--- src/hdl/stlm_pkg.sv ---
// ----------------------------------------------------------------------------
// stlm_pkg
// Shared types and codes for the two-list sort and merge unit.
// ----------------------------------------------------------------------------
`default_nettype none

package stlm_pkg;

	localparam int VALUE_W = 32;
	localparam int FUNC_W  = 2;

	localparam logic [FUNC_W-1:0] FUNC_PUSH_A = 2'd0;
	localparam logic [FUNC_W-1:0] FUNC_PUSH_B = 2'd1;
	localparam logic [FUNC_W-1:0] FUNC_RUN    = 2'd2;

	typedef struct packed {
		logic push;
		logic clear;
		logic ld_cur;
		logic swap_chk;
		logic wr_back;
	} stlm_lane_cmd_t;

	typedef struct packed {
		logic emit;
		logic sel_a;
		logic last;
	} stlm_out_cmd_t;

	typedef struct packed {
		logic a_gt_b;
		logic out_free;
	} stlm_stat_t;

endpackage

`default_nettype wire

--- src/hdl/stlm_list.sv ---
// ----------------------------------------------------------------------------
// stlm_list
// One list store: a memory with a registered read port, the fill count and
// the held element of the exchange sort.
// ----------------------------------------------------------------------------
`default_nettype none

module stlm_list #(
	parameter int LIST_DEPTH = 32,
	localparam int IW = (LIST_DEPTH > 1) ? $clog2(LIST_DEPTH) : 1,
	localparam int CW = $clog2(LIST_DEPTH + 1)
) (
	input  logic                         clk,
	input  logic                         arst_n,
	input  stlm_pkg::stlm_lane_cmd_t     cmd,
	input  logic [stlm_pkg::VALUE_W-1:0] push_data,
	input  logic [IW-1:0]                rd_addr,
	input  logic [IW-1:0]                i_addr,
	input  logic [IW-1:0]                j_addr,
	output logic [stlm_pkg::VALUE_W-1:0] rd_data,
	output logic [CW-1:0]                count,
	output logic                         full
);
	import stlm_pkg::*;

	logic [VALUE_W-1:0] mem [LIST_DEPTH];
	logic [VALUE_W-1:0] rd_data_q;
	logic [VALUE_W-1:0] cur_q;
	logic [CW-1:0]      count_q;
	logic               swap;
	logic               we;
	logic [IW-1:0]      waddr;
	logic [VALUE_W-1:0] wdata;

	assign full    = (count_q == CW'(LIST_DEPTH));
	assign swap    = cmd.swap_chk && ($signed(cur_q) > $signed(rd_data_q));
	assign rd_data = rd_data_q;
	assign count   = count_q;

	always_comb begin
		we    = 1'b0;
		waddr = i_addr;
		wdata = cur_q;
		if (cmd.push && !full) begin
			we    = 1'b1;
			waddr = count_q[IW-1:0];
			wdata = push_data;
		end else if (swap) begin
			we    = 1'b1;
			waddr = j_addr;
		end else if (cmd.wr_back) begin
			we    = 1'b1;
		end
	end

	always_ff @(posedge clk) begin
		if (we) begin
			mem[waddr] <= wdata;
		end
		rd_data_q <= mem[rd_addr];
		if (cmd.ld_cur || swap) begin
			cur_q <= rd_data_q;
		end
	end

	always_ff @(posedge clk or negedge arst_n) begin
		if (!arst_n) begin
			count_q <= '0;
		end else if (cmd.clear) begin
			count_q <= '0;
		end else if (cmd.push && !full) begin
			count_q <= count_q + CW'(1);
		end
	end

endmodule

`default_nettype wire

--- src/hdl/stlm_dp.sv ---
// ----------------------------------------------------------------------------
// stlm_dp
// Datapath: both list stores, the dropped-push flag and the result register.
// ----------------------------------------------------------------------------
`default_nettype none

module stlm_dp #(
	parameter int LIST_DEPTH = 32,
	localparam int IW = (LIST_DEPTH > 1) ? $clog2(LIST_DEPTH) : 1,
	localparam int CW = $clog2(LIST_DEPTH + 1)
) (
	input  logic                                clk,
	input  logic                                arst_n,
	input  stlm_pkg::stlm_lane_cmd_t            cmd_a,
	input  stlm_pkg::stlm_lane_cmd_t            cmd_b,
	input  stlm_pkg::stlm_out_cmd_t             out_cmd,
	input  logic signed [stlm_pkg::VALUE_W-1:0] value,
	input  logic [IW-1:0]                       rd_addr_a,
	input  logic [IW-1:0]                       rd_addr_b,
	input  logic [IW-1:0]                       i_addr,
	input  logic [IW-1:0]                       j_addr,
	output logic [CW-1:0]                       count_a,
	output logic [CW-1:0]                       count_b,
	output stlm_pkg::stlm_stat_t                stat,
	output logic                                out_valid,
	input  logic                                out_stall,
	output logic signed [stlm_pkg::VALUE_W-1:0] sorted_value,
	output logic                                last,
	output logic                                overflowed
);
	import stlm_pkg::*;

	logic [VALUE_W-1:0] rd_a;
	logic [VALUE_W-1:0] rd_b;
	logic               full_a;
	logic               full_b;
	logic               drop_q;
	logic               out_valid_q;
	logic [VALUE_W-1:0] sorted_value_q;
	logic               last_q;
	logic               overflowed_q;

	stlm_list #(.LIST_DEPTH(LIST_DEPTH)) u_list_a (
		.clk       (clk),
		.arst_n    (arst_n),
		.cmd       (cmd_a),
		.push_data (value),
		.rd_addr   (rd_addr_a),
		.i_addr    (i_addr),
		.j_addr    (j_addr),
		.rd_data   (rd_a),
		.count     (count_a),
		.full      (full_a)
	);

	stlm_list #(.LIST_DEPTH(LIST_DEPTH)) u_list_b (
		.clk       (clk),
		.arst_n    (arst_n),
		.cmd       (cmd_b),
		.push_data (value),
		.rd_addr   (rd_addr_b),
		.i_addr    (i_addr),
		.j_addr    (j_addr),
		.rd_data   (rd_b),
		.count     (count_b),
		.full      (full_b)
	);

	assign stat.a_gt_b   = ($signed(rd_a) > $signed(rd_b));
	assign stat.out_free = !out_valid_q || !out_stall;

	always_ff @(posedge clk or negedge arst_n) begin
		if (!arst_n) begin
			drop_q <= 1'b0;
		end else if (cmd_a.clear) begin
			drop_q <= 1'b0;
		end else if ((cmd_a.push && full_a) || (cmd_b.push && full_b)) begin
			drop_q <= 1'b1;
		end
	end

	always_ff @(posedge clk or negedge arst_n) begin
		if (!arst_n) begin
			out_valid_q <= 1'b0;
		end else if (out_cmd.emit) begin
			out_valid_q <= 1'b1;
		end else if (!out_stall) begin
			out_valid_q <= 1'b0;
		end
	end

	always_ff @(posedge clk) begin
		if (out_cmd.emit) begin
			sorted_value_q <= out_cmd.sel_a ? rd_a : rd_b;
			last_q         <= out_cmd.last;
			overflowed_q   <= drop_q;
		end
	end

	assign out_valid    = out_valid_q;
	assign sorted_value = sorted_value_q;
	assign last         = last_q;
	assign overflowed   = overflowed_q;

endmodule

`default_nettype wire

--- src/hdl/stlm_ctrl.sv ---
// ----------------------------------------------------------------------------
// stlm_ctrl
// Controller: accepts items, steps the exchange sort of both lists in
// lockstep and then walks the two-way merge.
// ----------------------------------------------------------------------------
`default_nettype none

module stlm_ctrl #(
	parameter int LIST_DEPTH = 32,
	localparam int IW = (LIST_DEPTH > 1) ? $clog2(LIST_DEPTH) : 1,
	localparam int CW = $clog2(LIST_DEPTH + 1)
) (
	input  logic                        clk,
	input  logic                        arst_n,
	input  logic                        in_valid,
	input  logic [stlm_pkg::FUNC_W-1:0] func,
	output logic                        in_stall,
	input  logic [CW-1:0]               count_a,
	input  logic [CW-1:0]               count_b,
	input  stlm_pkg::stlm_stat_t        stat,
	output stlm_pkg::stlm_lane_cmd_t    cmd_a,
	output stlm_pkg::stlm_lane_cmd_t    cmd_b,
	output stlm_pkg::stlm_out_cmd_t     out_cmd,
	output logic [IW-1:0]               rd_addr_a,
	output logic [IW-1:0]               rd_addr_b,
	output logic [IW-1:0]               i_addr,
	output logic [IW-1:0]               j_addr
);
	import stlm_pkg::*;

	localparam int XW = CW + 1;

	localparam logic [2:0] ST_IDLE = 3'd0;
	localparam logic [2:0] ST_RDI  = 3'd1;
	localparam logic [2:0] ST_LDI  = 3'd2;
	localparam logic [2:0] ST_CMP  = 3'd3;
	localparam logic [2:0] ST_WRI  = 3'd4;
	localparam logic [2:0] ST_MRD  = 3'd5;
	localparam logic [2:0] ST_MCMP = 3'd6;

	logic [2:0]    state_q, state_d;
	logic [IW-1:0] i_q, i_d;
	logic [IW-1:0] j_q, j_d;
	logic [CW-1:0] ja_q, ja_d;
	logic [CW-1:0] kb_q, kb_d;
	logic [CW-1:0] n_max;
	logic          accept;
	logic          j_more;
	logic          i_more;
	logic          a_av;
	logic          b_av;
	logic          sel_a;
	logic          last_res;

	assign accept   = in_valid && (state_q == ST_IDLE);
	assign in_stall = (state_q != ST_IDLE);
	assign i_addr   = i_q;
	assign j_addr   = j_q;

	assign n_max    = (count_a > count_b) ? count_a : count_b;
	assign j_more   = (XW'(j_q) + XW'(1)) < XW'(n_max);
	assign i_more   = (XW'(i_q) + XW'(2)) < XW'(n_max);
	assign a_av     = (ja_q < count_a);
	assign b_av     = (kb_q < count_b);
	assign sel_a    = a_av && (!b_av || !stat.a_gt_b);
	assign last_res = (XW'(ja_q) + XW'(kb_q) + XW'(1)) == (XW'(count_a) + XW'(count_b));

	always_comb begin
		state_d   = state_q;
		i_d       = i_q;
		j_d       = j_q;
		ja_d      = ja_q;
		kb_d      = kb_q;
		cmd_a     = '0;
		cmd_b     = '0;
		out_cmd   = '0;
		rd_addr_a = j_q;
		rd_addr_b = j_q;
		unique case (state_q)
			ST_IDLE: begin
				if (accept) begin
					cmd_a.push = (func == FUNC_PUSH_A);
					cmd_b.push = (func == FUNC_PUSH_B);
					if (func == FUNC_RUN) begin
						i_d  = '0;
						ja_d = '0;
						kb_d = '0;
						if ((count_a == '0) && (count_b == '0)) begin
							cmd_a.clear = 1'b1;
							cmd_b.clear = 1'b1;
						end else if (n_max > CW'(1)) begin
							state_d = ST_RDI;
						end else begin
							state_d = ST_MRD;
						end
					end
				end
			end
			ST_RDI: begin
				rd_addr_a = i_q;
				rd_addr_b = i_q;
				j_d       = i_q + IW'(1);
				state_d   = ST_LDI;
			end
			ST_LDI: begin
				cmd_a.ld_cur = 1'b1;
				cmd_b.ld_cur = 1'b1;
				state_d      = ST_CMP;
			end
			ST_CMP: begin
				rd_addr_a      = j_q + IW'(1);
				rd_addr_b      = j_q + IW'(1);
				cmd_a.swap_chk = (CW'(j_q) < count_a);
				cmd_b.swap_chk = (CW'(j_q) < count_b);
				if (j_more) begin
					j_d = j_q + IW'(1);
				end else begin
					state_d = ST_WRI;
				end
			end
			ST_WRI: begin
				cmd_a.wr_back = (CW'(i_q) < count_a);
				cmd_b.wr_back = (CW'(i_q) < count_b);
				if (i_more) begin
					i_d     = i_q + IW'(1);
					state_d = ST_RDI;
				end else begin
					ja_d    = '0;
					kb_d    = '0;
					state_d = ST_MRD;
				end
			end
			ST_MRD: begin
				rd_addr_a = ja_q[IW-1:0];
				rd_addr_b = kb_q[IW-1:0];
				state_d   = ST_MCMP;
			end
			ST_MCMP: begin
				rd_addr_a = ja_q[IW-1:0];
				rd_addr_b = kb_q[IW-1:0];
				if (stat.out_free) begin
					out_cmd.emit  = 1'b1;
					out_cmd.sel_a = sel_a;
					out_cmd.last  = last_res;
					if (sel_a) begin
						ja_d = ja_q + CW'(1);
					end else begin
						kb_d = kb_q + CW'(1);
					end
					if (last_res) begin
						cmd_a.clear = 1'b1;
						cmd_b.clear = 1'b1;
						state_d     = ST_IDLE;
					end else begin
						state_d = ST_MRD;
					end
				end
			end
			default: begin
				state_d = ST_IDLE;
			end
		endcase
	end

	always_ff @(posedge clk or negedge arst_n) begin
		if (!arst_n) begin
			state_q <= ST_IDLE;
			i_q     <= '0;
			j_q     <= '0;
			ja_q    <= '0;
			kb_q    <= '0;
		end else begin
			state_q <= state_d;
			i_q     <= i_d;
			j_q     <= j_d;
			ja_q    <= ja_d;
			kb_q    <= kb_d;
		end
	end

endmodule

`default_nettype wire

--- src/hdl/sort_two_lists_and_merge_unit.sv ---
// ----------------------------------------------------------------------------
// sort_two_lists_and_merge_unit
// Collects signed values into two lists, sorts each on a run item and emits
// the two-way merge in ascending order, list A first on equal values.
// ----------------------------------------------------------------------------
//
//   Channel   Handshake              Fields
//   input     in_valid / in_stall    func, value
//   output    out_valid / out_stall  sorted_value, last, overflowed
//
// A push item, an ignored code and an empty run are each taken in the idle state.
// A run with N = max(count_a, count_b) sorts the first N places of each list
// by lockstep exchange sort, then takes a read state and a compare state per
// result, both set by the single registered read port of each list memory.
// Reset needs no clearing pass; list contents are only used once written.
// Output stalls hold the merge; the input stalls for the whole of a run.
//
`default_nettype none

module sort_two_lists_and_merge_unit #(
	parameter int LIST_DEPTH = 32
) (
	input  logic                                clk,
	input  logic                                arst_n,
	input  logic                                in_valid,
	output logic                                in_stall,
	input  logic [stlm_pkg::FUNC_W-1:0]         func,
	input  logic signed [stlm_pkg::VALUE_W-1:0] value,
	output logic                                out_valid,
	input  logic                                out_stall,
	output logic signed [stlm_pkg::VALUE_W-1:0] sorted_value,
	output logic                                last,
	output logic                                overflowed
);
	import stlm_pkg::*;

	localparam int IW = (LIST_DEPTH > 1) ? $clog2(LIST_DEPTH) : 1;
	localparam int CW = $clog2(LIST_DEPTH + 1);

	stlm_lane_cmd_t cmd_a;
	stlm_lane_cmd_t cmd_b;
	stlm_out_cmd_t  out_cmd;
	stlm_stat_t     stat;
	logic [IW-1:0]  rd_addr_a;
	logic [IW-1:0]  rd_addr_b;
	logic [IW-1:0]  i_addr;
	logic [IW-1:0]  j_addr;
	logic [CW-1:0]  count_a;
	logic [CW-1:0]  count_b;

	stlm_ctrl #(.LIST_DEPTH(LIST_DEPTH)) u_ctrl (
		.clk       (clk),
		.arst_n    (arst_n),
		.in_valid  (in_valid),
		.func      (func),
		.in_stall  (in_stall),
		.count_a   (count_a),
		.count_b   (count_b),
		.stat      (stat),
		.cmd_a     (cmd_a),
		.cmd_b     (cmd_b),
		.out_cmd   (out_cmd),
		.rd_addr_a (rd_addr_a),
		.rd_addr_b (rd_addr_b),
		.i_addr    (i_addr),
		.j_addr    (j_addr)
	);

	stlm_dp #(.LIST_DEPTH(LIST_DEPTH)) u_dp (
		.clk          (clk),
		.arst_n       (arst_n),
		.cmd_a        (cmd_a),
		.cmd_b        (cmd_b),
		.out_cmd      (out_cmd),
		.value        (value),
		.rd_addr_a    (rd_addr_a),
		.rd_addr_b    (rd_addr_b),
		.i_addr       (i_addr),
		.j_addr       (j_addr),
		.count_a      (count_a),
		.count_b      (count_b),
		.stat         (stat),
		.out_valid    (out_valid),
		.out_stall    (out_stall),
		.sorted_value (sorted_value),
		.last         (last),
		.overflowed   (overflowed)
	);

endmodule

`default_nettype wire

--- config.mk ---
export PLATFORM = sky130hd
export DESIGN_NAME = sort_two_lists_and_merge_unit
export DESIGN_NICKNAME = d
export VERILOG_FILES = /design/src/hdl/stlm_pkg.sv /design/src/hdl/stlm_list.sv /design/src/hdl/stlm_dp.sv /design/src/hdl/stlm_ctrl.sv /design/src/hdl/sort_two_lists_and_merge_unit.sv
export SDC_FILE = /design/constraint.sdc
export NUM_CORES = 2
export LEC_CHECK = 0
export BUFFER_PORTS_ARGS = -buffer_cell sky130_fd_sc_hd__clkbuf_2
export CAP_MARGIN = 5
export CORE_MARGIN = 5
export CORE_UTILIZATION = 40
export DETAILED_ROUTE_END_ITERATION = 6
export PLACE_DENSITY_LB_ADDON = 0.15
export SETUP_SLACK_MARGIN = 0.02
export SLEW_MARGIN = 30
export SYNTH_ARGS = -nofsm -noshare
export SYNTH_HDL_FRONTEND = slang
export SYNTH_SLANG_ARGS = --single-unit
--- constraint.sdc ---
create_clock -name clk -period 6.6 [get_ports clk]
set_input_delay 0 -clock clk [delete_from_list [all_inputs] [get_ports clk]]
set_output_delay 0 -clock clk [all_outputs]
set_load 0.03 [all_outputs]
-- Word-level counts from Yosys, hierarchy flattened
Memory sizes are Yosys's and may differ from the RTL's. A register that Yosys moved wholly into a read port is not among the register bits.
Cells that the tools add are included.
- bits in registers: 137
- bits in writable memories: 2048
- input port bits: 38
- memories: 2
- memories (memory ; depth ; bits a word ; read ports ; clocked after memory_dff ; write ports ; RTL line ; source):
    u_dp.u_list_a.mem ; 32 ; 32 ; 1 ; 1 ; 1 ; stlm_list.sv:26 ; logic [VALUE_W-1:0] mem [LIST_DEPTH];
    u_dp.u_list_b.mem ; 32 ; 32 ; 1 ; 1 ; 1 ; stlm_list.sv:26 ;
- add/subtract/negate cells: 11
- magnitude comparators: 13
- equality and inequality tests: 22
- mux-type cells: 69
- reduce and logical (&&, ||, !) cells: 38
- operator list (kind ; number):
    greater-than comparator 32 bit ; 3
    two-way mux 32 bit ; 3
    two-way mux 6 bit ; 12
    two-way mux 5 bit ; 8
    case mux 6 bit (3 select lines) ; 2
    two-way mux 3 bit ; 10
    case mux 5 bit (3 select lines) ; 2
    two-way mux 1 bit ; 25
    adder 6 x 1 -> 6 bit (second input constant) ; 4
    less-than comparator 5 x 6 -> 1 bit ; 4
    case mux 3 bit (7 select lines) ; 1
    case mux 5 bit (2 select lines) ; 2
    adder 6 x 6 -> 7 bit ; 2
    less-than comparator 7 x 6 -> 1 bit ; 2
    equality test 6 bit (second input constant) ; 2
    logical NOT 6 bit ; 2
    less-than comparator 6 bit ; 2
    != test 2 bit (second input constant) ; 6
    AND reduction 6 bit ; 2
    adder 5 x 1 -> 5 bit (second input constant) ; 2
    != test 2 x 1 -> 1 bit (second input constant) ; 5
    nonzero test 2 bit ; 5
    equality test 3 bit (second input constant) ; 3
    logical AND 1 bit ; 9
    other kinds (21) ; 35

-- Longest topological paths before layout
- depth in word-level cells: 10
- mapped depth: 18
- depth with buffers taken out: 15

-- By module
Synthesis repeated with hierarchy kept, for this count alone.
- cells, all modules: 4349
- area total of the unflattened synthesis: 90105.2 um^2
- by module, submodules not included (module ; times used ; cells an instance ; area an instance (um^2)):
    stlm_list (u_dp.u_list_b) ; 1 ; 1844 ; 42200.5
    stlm_list (u_dp.u_list_a) ; 1 ; 1831 ; 42079.1
    stlm_ctrl ; 1 ; 451 ; 3618.5
    stlm_dp ; 1 ; 223 ; 2207.1

-- Worst setup path before layout
OpenSTA, ideal clock, no wires.
- path type: flip-flop to flip-flop
- from: register u_dp.u_list_a.cur_q[27]
- to: memory u_dp.u_list_a.mem[14][0], enable pin
- setup time: 0.501 ns
- data arrival time: 5.615 ns
- data required time: 6.099 ns
- path slack: 0.484 ns
- stages on the path, launching flop included: 11
- path buffers: 1
- clock period less this slack: 6.116 ns
- cells stage by stage: edfxtp_1 > ha_1 > nand3_2 > or3_1 > o21a_1 > a2111o_1 > or2_1 > buf_6 > o211ai_4 > o31ai_1 > nor4_1
- word-level cells in the longest chain between the ends: 6
- elaborated cells between the ends (all ways): 8
- classes of those cells: order compare: 1; mux: 6; reduce/logical: 1
- RTL lines (element ; RTL line ; source):
    start, declared ; stlm_list.sv:28 ; logic [VALUE_W-1:0] cur_q;
    start signal, assigned ; stlm_list.sv:62 ; cur_q <= rd_data_q;
    greater-than comparator 32 bit (*) ; stlm_list.sv:36 ; assign swap = cmd.swap_chk && ($signed(cur_q) > $signed(rd_data_q));
    logical AND 1 bit (*) ; stlm_list.sv:36 ;
    two-way mux 1 bit ; stlm_list.sv:48 ; end else if (swap) begin
    two-way mux 1 bit ; stlm_list.sv:44 ; if (cmd.push && !full) begin
    two-way mux 1 bit ; stlm_list.sv:57 ; if (we) begin
    two-way mux 1 bit (implied by the code) ; stlm_list.sv:58 ; mem[waddr] <= wdata;
    end, declared ; stlm_list.sv:26 ;
Mark *: on every way between the ends. The rest lies on a longest branch, timed or not.

-- Worst setup path after layout
- from: register u_ctrl.state_q[0]
- to: memory u_dp.u_list_a.mem[27][28], enable pin
- word-level cells in the longest chain between the ends: 8
- elaborated cells between the ends (all ways): 17
- classes of those cells: eq/ne: 2; mux: 11; reduce/logical: 4
- RTL lines (element ; RTL line ; source):
    start, declared ; stlm_ctrl.sv:41 ; logic [2:0] state_q, state_d;
    start signal, assigned ; stlm_ctrl.sv:173 ; state_q <= state_d;
    logical NOT 3 bit ; stlm_ctrl.sv:55, stlm_ctrl.sv:79 ;
    logical AND 1 bit ; stlm_ctrl.sv:55 ; assign accept = in_valid && (state_q == ST_IDLE);
    two-way mux 2 bit ; stlm_ctrl.sv:81 ; if (accept) begin
    two-way mux 1 bit ; stlm_ctrl.sv:79 ; unique case (state_q)
    logical AND 1 bit ; stlm_list.sv:44 ;
    two-way mux 1 bit ; stlm_list.sv:44 ;
    two-way mux 1 bit ; stlm_list.sv:57 ;
    two-way mux 1 bit (implied by the code) ; stlm_list.sv:58 ;
Several ways; a longest one is shown, not always the timed one.

==> impl_metrics.prom <==
# TYPE chip_impl_metric gauge
chip_impl_metric{name="synth.top_cell.area_share",unit="%"} 69.1
chip_impl_metric{name="gr_overflow_total",unit=""} 0
chip_impl_metric{name="cts_bufs_inserted",unit=""} 232
chip_impl_info{name="hold-path-endpoint",value="u_dp.u_list_b.mem[4][1]"} 1
chip_impl_metric{name="max_cap_check_violation_count",unit=""} 0
chip_impl_metric{name="setup_viol_count_final",unit=""} 0
chip_impl_metric{name="reg2reg_setup_slack",unit="ns"} 0.72
chip_impl_metric{name="boundaryPins",unit=""} 74
chip_impl_metric{name="switchingPower",unit="µW"} 5670
chip_impl_metric{name="timing.final.crit_share",unit="%"} 89.0
chip_impl_metric{name="avgRoutedWirePerCell",unit="µm"} 28.3
chip_impl_info{name="start_kind",value="register"} 1
chip_impl_metric{name="min_delay_path_depth",unit=""} 3
chip_impl_info{name="holdCritPathClass",value="input pin to register"} 1
chip_impl_metric{name="core-area",unit="mm²"} 0.232
chip_impl_metric{name="worst-path-max-fanout",unit=""} 31
chip_impl_metric{name="max-vdd-ir-drop",unit="mV"} 0.232
chip_impl_metric{name="dr.first_iter.drc_count",unit=""} 6392
chip_impl_metric{name="nFillCells",unit=""} 20400
chip_impl_metric{name="start_util",unit="%"} 40.1
chip_impl_metric{name="tightest_slew",unit="ns"} 1.15
chip_impl_metric{name="routed-via-count",unit=""} 58900
chip_impl_metric{name="clock_skew",unit="ns"} 0.0815
chip_impl_metric{name="maxSlewViolCount",unit=""} 0
chip_impl_metric{name="clockPowerShare",unit="%"} 45.6
chip_impl_metric{name="timing.reg2reg.worst_path_depth",unit=""} 11
chip_impl_metric{name="tns",unit="ns"} 0
chip_impl_metric{name="post_synth_edffs",unit=""} 2146
chip_impl_metric{name="place.detailed.hpwl",unit="µm"} 181000
chip_impl_info{name="rsz0062_at_grt",value="no"} 1
chip_impl_metric{name="syn-instance-count",unit=""} 6800
chip_impl_metric{name="cts_sinks",unit=""} 2249
chip_impl_metric{name="antenna_found_initial",unit=""} 13
chip_impl_metric{name="area.growth.synth_to_final",unit="%"} 15.0
chip_impl_metric{name="grt_pass1_vias",unit=""} 56000
chip_impl_metric{name="drc",unit=""} 0
chip_impl_metric{name="htreeDepth",unit=""} 4
chip_impl_metric{name="seq_power_share",unit="%"} 54.2
chip_impl_metric{name="design.final.nets",unit=""} 7145
chip_impl_metric{name="row_count",unit=""} 177
chip_impl_metric{name="drt-total-wl",unit="µm"} 288000
chip_impl_info{name="worstReg2RegEnd",value="u_dp.u_list_a.mem[27][28]"} 1
chip_impl_metric{name="tightest_slew_margin_relative_to_the_limit",unit="%"} 22.7
chip_impl_metric{name="clk_path_buf_depth",unit=""} 3
chip_impl_info{name="setup.worst_path.end_class",value="register"} 1
chip_impl_info{name="leading_post_synthesis_cells_by_cell_area",value="sky130_fd_sc_hd__edfxtp_1 69%, sky130_fd_sc_hd__a211oi_1 6.3%, sky130_fd_sc_hd__nand2_1 5.4%, sky130_fd_sc_hd__and2_1 3.1%, sky130_fd_sc_hd__a311oi_1 2.4%"} 1
chip_impl_metric{name="layout-drive-gt1-share",unit="%"} 11.7
chip_impl_metric{name="place.port_buffers",unit=""} 73
chip_impl_info{name="cts_tree",value="done"} 1
chip_impl_metric{name="final_hold_viol_count",unit=""} 0
chip_impl_metric{name="post-cts-setup-buffer-count",unit=""} 0
chip_impl_metric{name="powerDensity",unit="mW/mm²"} 265
chip_impl_metric{name="power.combinational.fraction",unit="%"} 0.2
chip_impl_metric{name="total_power",unit="µW"} 28400
chip_impl_metric{name="crit_required",unit="ns"} 7.13
chip_impl_metric{name="worst-endpoint-arrival",unit="ns"} 6.41
chip_impl_metric{name="power.leakage",unit="µW"} 0.0310
chip_impl_metric{name="synth.ff_latch_count",unit=""} 2249
chip_impl_metric{name="die_outline_area",unit="mm²"} 0.243
chip_impl_metric{name="clkSlewWorstSetupHoldPaths",unit="ns"} 0.06
chip_impl_metric{name="maximum_number_of_pins_on_one_net_before_global_route_repair",unit=""} 146
chip_impl_metric{name="dieHeight",unit="µm"} 493
chip_impl_metric{name="seq_area_frac_synth",unit="%"} 71.5
chip_impl_metric{name="avgSynthCellArea",unit="µm²"} 13.7
chip_impl_info{name="final_cell_mix",value="2146 x sky130_fd_sc_hd__edfxtp_1, 1311 x sky130_fd_sc_hd__nand2_1, 774 x sky130_fd_sc_hd__a211oi_1"} 1
chip_impl_metric{name="place_congestion",unit=""} 0.876
chip_impl_info{name="postSynth.topFlopCell",value="sky130_fd_sc_hd__edfxtp_1"} 1
chip_impl_info{name="critical_path.reg2reg.startpoint",value="u_ctrl.state_q[0]"} 1
chip_impl_metric{name="worst_skew_pair.late_latency",unit="ns"} 0.90
chip_impl_metric{name="intPower",unit="µW"} 22700
chip_impl_info{name="clk_root_buffer_cell",value="sky130_fd_sc_hd__clkbuf_16"} 1
chip_impl_metric{name="fp.dieW",unit="µm"} 493
chip_impl_metric{name="drt_pass1_iterations",unit=""} 6
chip_impl_info{name="largest_area_contributor_in_the_netlist",value="sky130_fd_sc_hd__edfxtp_1"} 1
chip_impl_info{name="hold_start",value="value[1]"} 1
chip_impl_info{name="layout_commonest_cell",value="sky130_fd_sc_hd__edfxtp_1"} 1
chip_impl_metric{name="netSwitchingFraction",unit="%"} 19.9
chip_impl_metric{name="synth-async-reset-ratio",unit="%"} 1.73
chip_impl_metric{name="synthesis.nets",unit=""} 6997
chip_impl_metric{name="detail-route-antenna-nets",unit=""} 0
chip_impl_metric{name="fmaxAchievable",unit="MHz"} 170
chip_impl_metric{name="total_number_of_yosys_warnings",unit=""} 0
chip_impl_metric{name="grt_usage",unit="%"} 23.1
chip_impl_metric{name="post_synth_num_cell_types",unit=""} 85
chip_impl_metric{name="mappedNetlistArea",unit="mm²"} 0.0932
chip_impl_info{name="critPathKind",value="register to register"} 1
chip_impl_info{name="status",value="finished, final reports clean"} 1
chip_impl_metric{name="post_drt_via_cell_ratio",unit=""} 5.78
chip_impl_metric{name="grt_pass1_wl",unit="µm"} 412000
chip_impl_metric{name="timing.final.crit_period",unit="ns"} 5.88
[cell usage after synthesis, types with 24 or more instances]
cell type	number
sky130_fd_sc_hd__ha_1	157
sky130_fd_sc_hd__buf_1	33
sky130_fd_sc_hd__dfrtp_1	39
sky130_fd_sc_hd__a211oi_1	779
sky130_fd_sc_hd__a21oi_1	68
sky130_fd_sc_hd__nand3_1	38
sky130_fd_sc_hd__buf_2	112
sky130_fd_sc_hd__o21ai_0	73
sky130_fd_sc_hd__a311oi_1	256
sky130_fd_sc_hd__xnor2_1	28
sky130_fd_sc_hd__nor4_1	71
sky130_fd_sc_hd__nor2_1	110
sky130_fd_sc_hd__and2_0	58
sky130_fd_sc_hd__edfxtp_1	2146
sky130_fd_sc_hd__nor3_1	24
sky130_fd_sc_hd__inv_1	105
sky130_fd_sc_hd__a21o_1	26
sky130_fd_sc_hd__and2_1	460
sky130_fd_sc_hd__clkbuf_1	318
sky130_fd_sc_hd__a31oi_1	261
sky130_fd_sc_hd__nand2_1	1341
sky130_fd_sc_hd__dfxtp_1	64
[critical path, stage by stage, from the launching register on]
cell and delay, ns:
sky130_fd_sc_hd__dfrtp_1 0.62, sky130_fd_sc_hd__nor3_1 0.54, sky130_fd_sc_hd__inv_1 0.16, sky130_fd_sc_hd__nor3b_2 0.46
sky130_fd_sc_hd__dlygate4sd3_1 0.69, sky130_fd_sc_hd__nor2b_1 0.35, sky130_fd_sc_hd__and2_2 0.76, sky130_fd_sc_hd__nand2_1 0.21
sky130_fd_sc_hd__o311ai_2 0.16, sky130_fd_sc_hd__nand2_2 0.35, sky130_fd_sc_hd__nor2_4 0.80, sky130_fd_sc_hd__buf_4 0.46
[power by group through the flow]
stage	combinational [µW]	clock (µW)	sequential, µW
after global routing	60.9	13800	15400
after global placement	40.5	0	15700
final	59.3	13000	15400
after detailed placement	40.5	0	15700
after CTS	59.2	13200	15400
after floorplan	1.22	0	15700
[cells by family (layout without fill, tap and decap cells)]
family	Yosys count	count (layout)	share of synthesized area (%)
and+or+nand+nor	2198	2198	10.9
adders and majority gates	159	159	2.15
xor gates and xnor gates	38	38	0.372
muxes	12	12	0.134
buffers and inverters	579	926	2.53
other	0	5	0
DFF	2249	2249	71.5
AOI/OAI and AO/OA	1565	1565	12.4
[worst max-delay path by stage]
stage | cells after the start | slack [ns] | endpoint | startpoint
3_3_place_gp | 9 | 1.27 | u_dp.u_list_b.mem[10][24] | u_dp.u_list_b.cur_q[30]
3_5_place_dp | 10 | 1.38 | u_dp.u_list_a.mem[27][5] | u_ctrl.state_q[0]
2_1_floorplan | 10 | 0.48 | u_dp.u_list_a.mem[14][0] | u_dp.u_list_a.cur_q[27]
4_1_cts | 11 | 0.80 | u_dp.u_list_a.mem[27][28] | u_ctrl.state_q[0]
5_1_grt | 11 | 0.41 | u_dp.u_list_a.mem[27][28] | u_ctrl.state_q[0]
6_report | 11 | 0.72 | u_dp.u_list_a.mem[27][28] | u_ctrl.state_q[0]
[per-layer routing]
metal,routed length (µm),up-vias,GRT usage [%]
met2,130000,1970,35.5
met3,18000,379,3.07
met1,131000,30200,34.4
met5,13,-,0
li1,-,26300,-
met4,8990,2,6.96
[through the flow]
stage	std cells	utilization (%)	setup slack (ns)	area (µm²)	hold slack, ns
floorplan	6800	-	0.484	93200	-0.296
global placement	9692	42.4	1.27	98500	0.128
detailed placement	9714	42.7	1.38	99200	0.134
CTS	10200	46.1	0.796	107000	0.144
global route	10200	46.2	0.413	107000	0.0209
finish	10200	46.2	0.724	107000	0.0766
[sequential cells by signal (all words and copies together) (netlist names), 5 cells and up]
name and flops:
u_dp.u_list_a.cur_q 32, u_dp.u_list_a.mem 1024, u_dp.u_list_b.rd_data 32, u_ctrl.i_addr 5
u_ctrl.j_addr 5, u_dp.sorted_value 32, u_dp.u_list_b.cur_q 32, u_dp.u_list_b.count 6
u_dp.u_list_b.mem 1024, u_dp.u_list_a.rd_data 32, u_ctrl.ja_q 6, u_dp.u_list_a.count 6
u_ctrl.kb_q 6
[timing repair]
item,CTS,global route
hold buffers,37,1
endpoints found under the hold margin,1270,32
resized for setup,0,0
[layout make-up]
cell class	count	area (µm²)	share of cell area, %
Clock inverter	132	1410	1.31
Tap cell	3043	3810	3.55
Antenna cell	5	12.5	0.0117
Multi-Input combinational cell	3972	25100	23.4
Timing Repair Buffer	388	3690	3.44
Clock buffer	301	6140	5.73
Inverter	105	394	0.368
Sequential cell	2249	66700	62.2
Note: power is estimated with default switching activity, not from simulation.
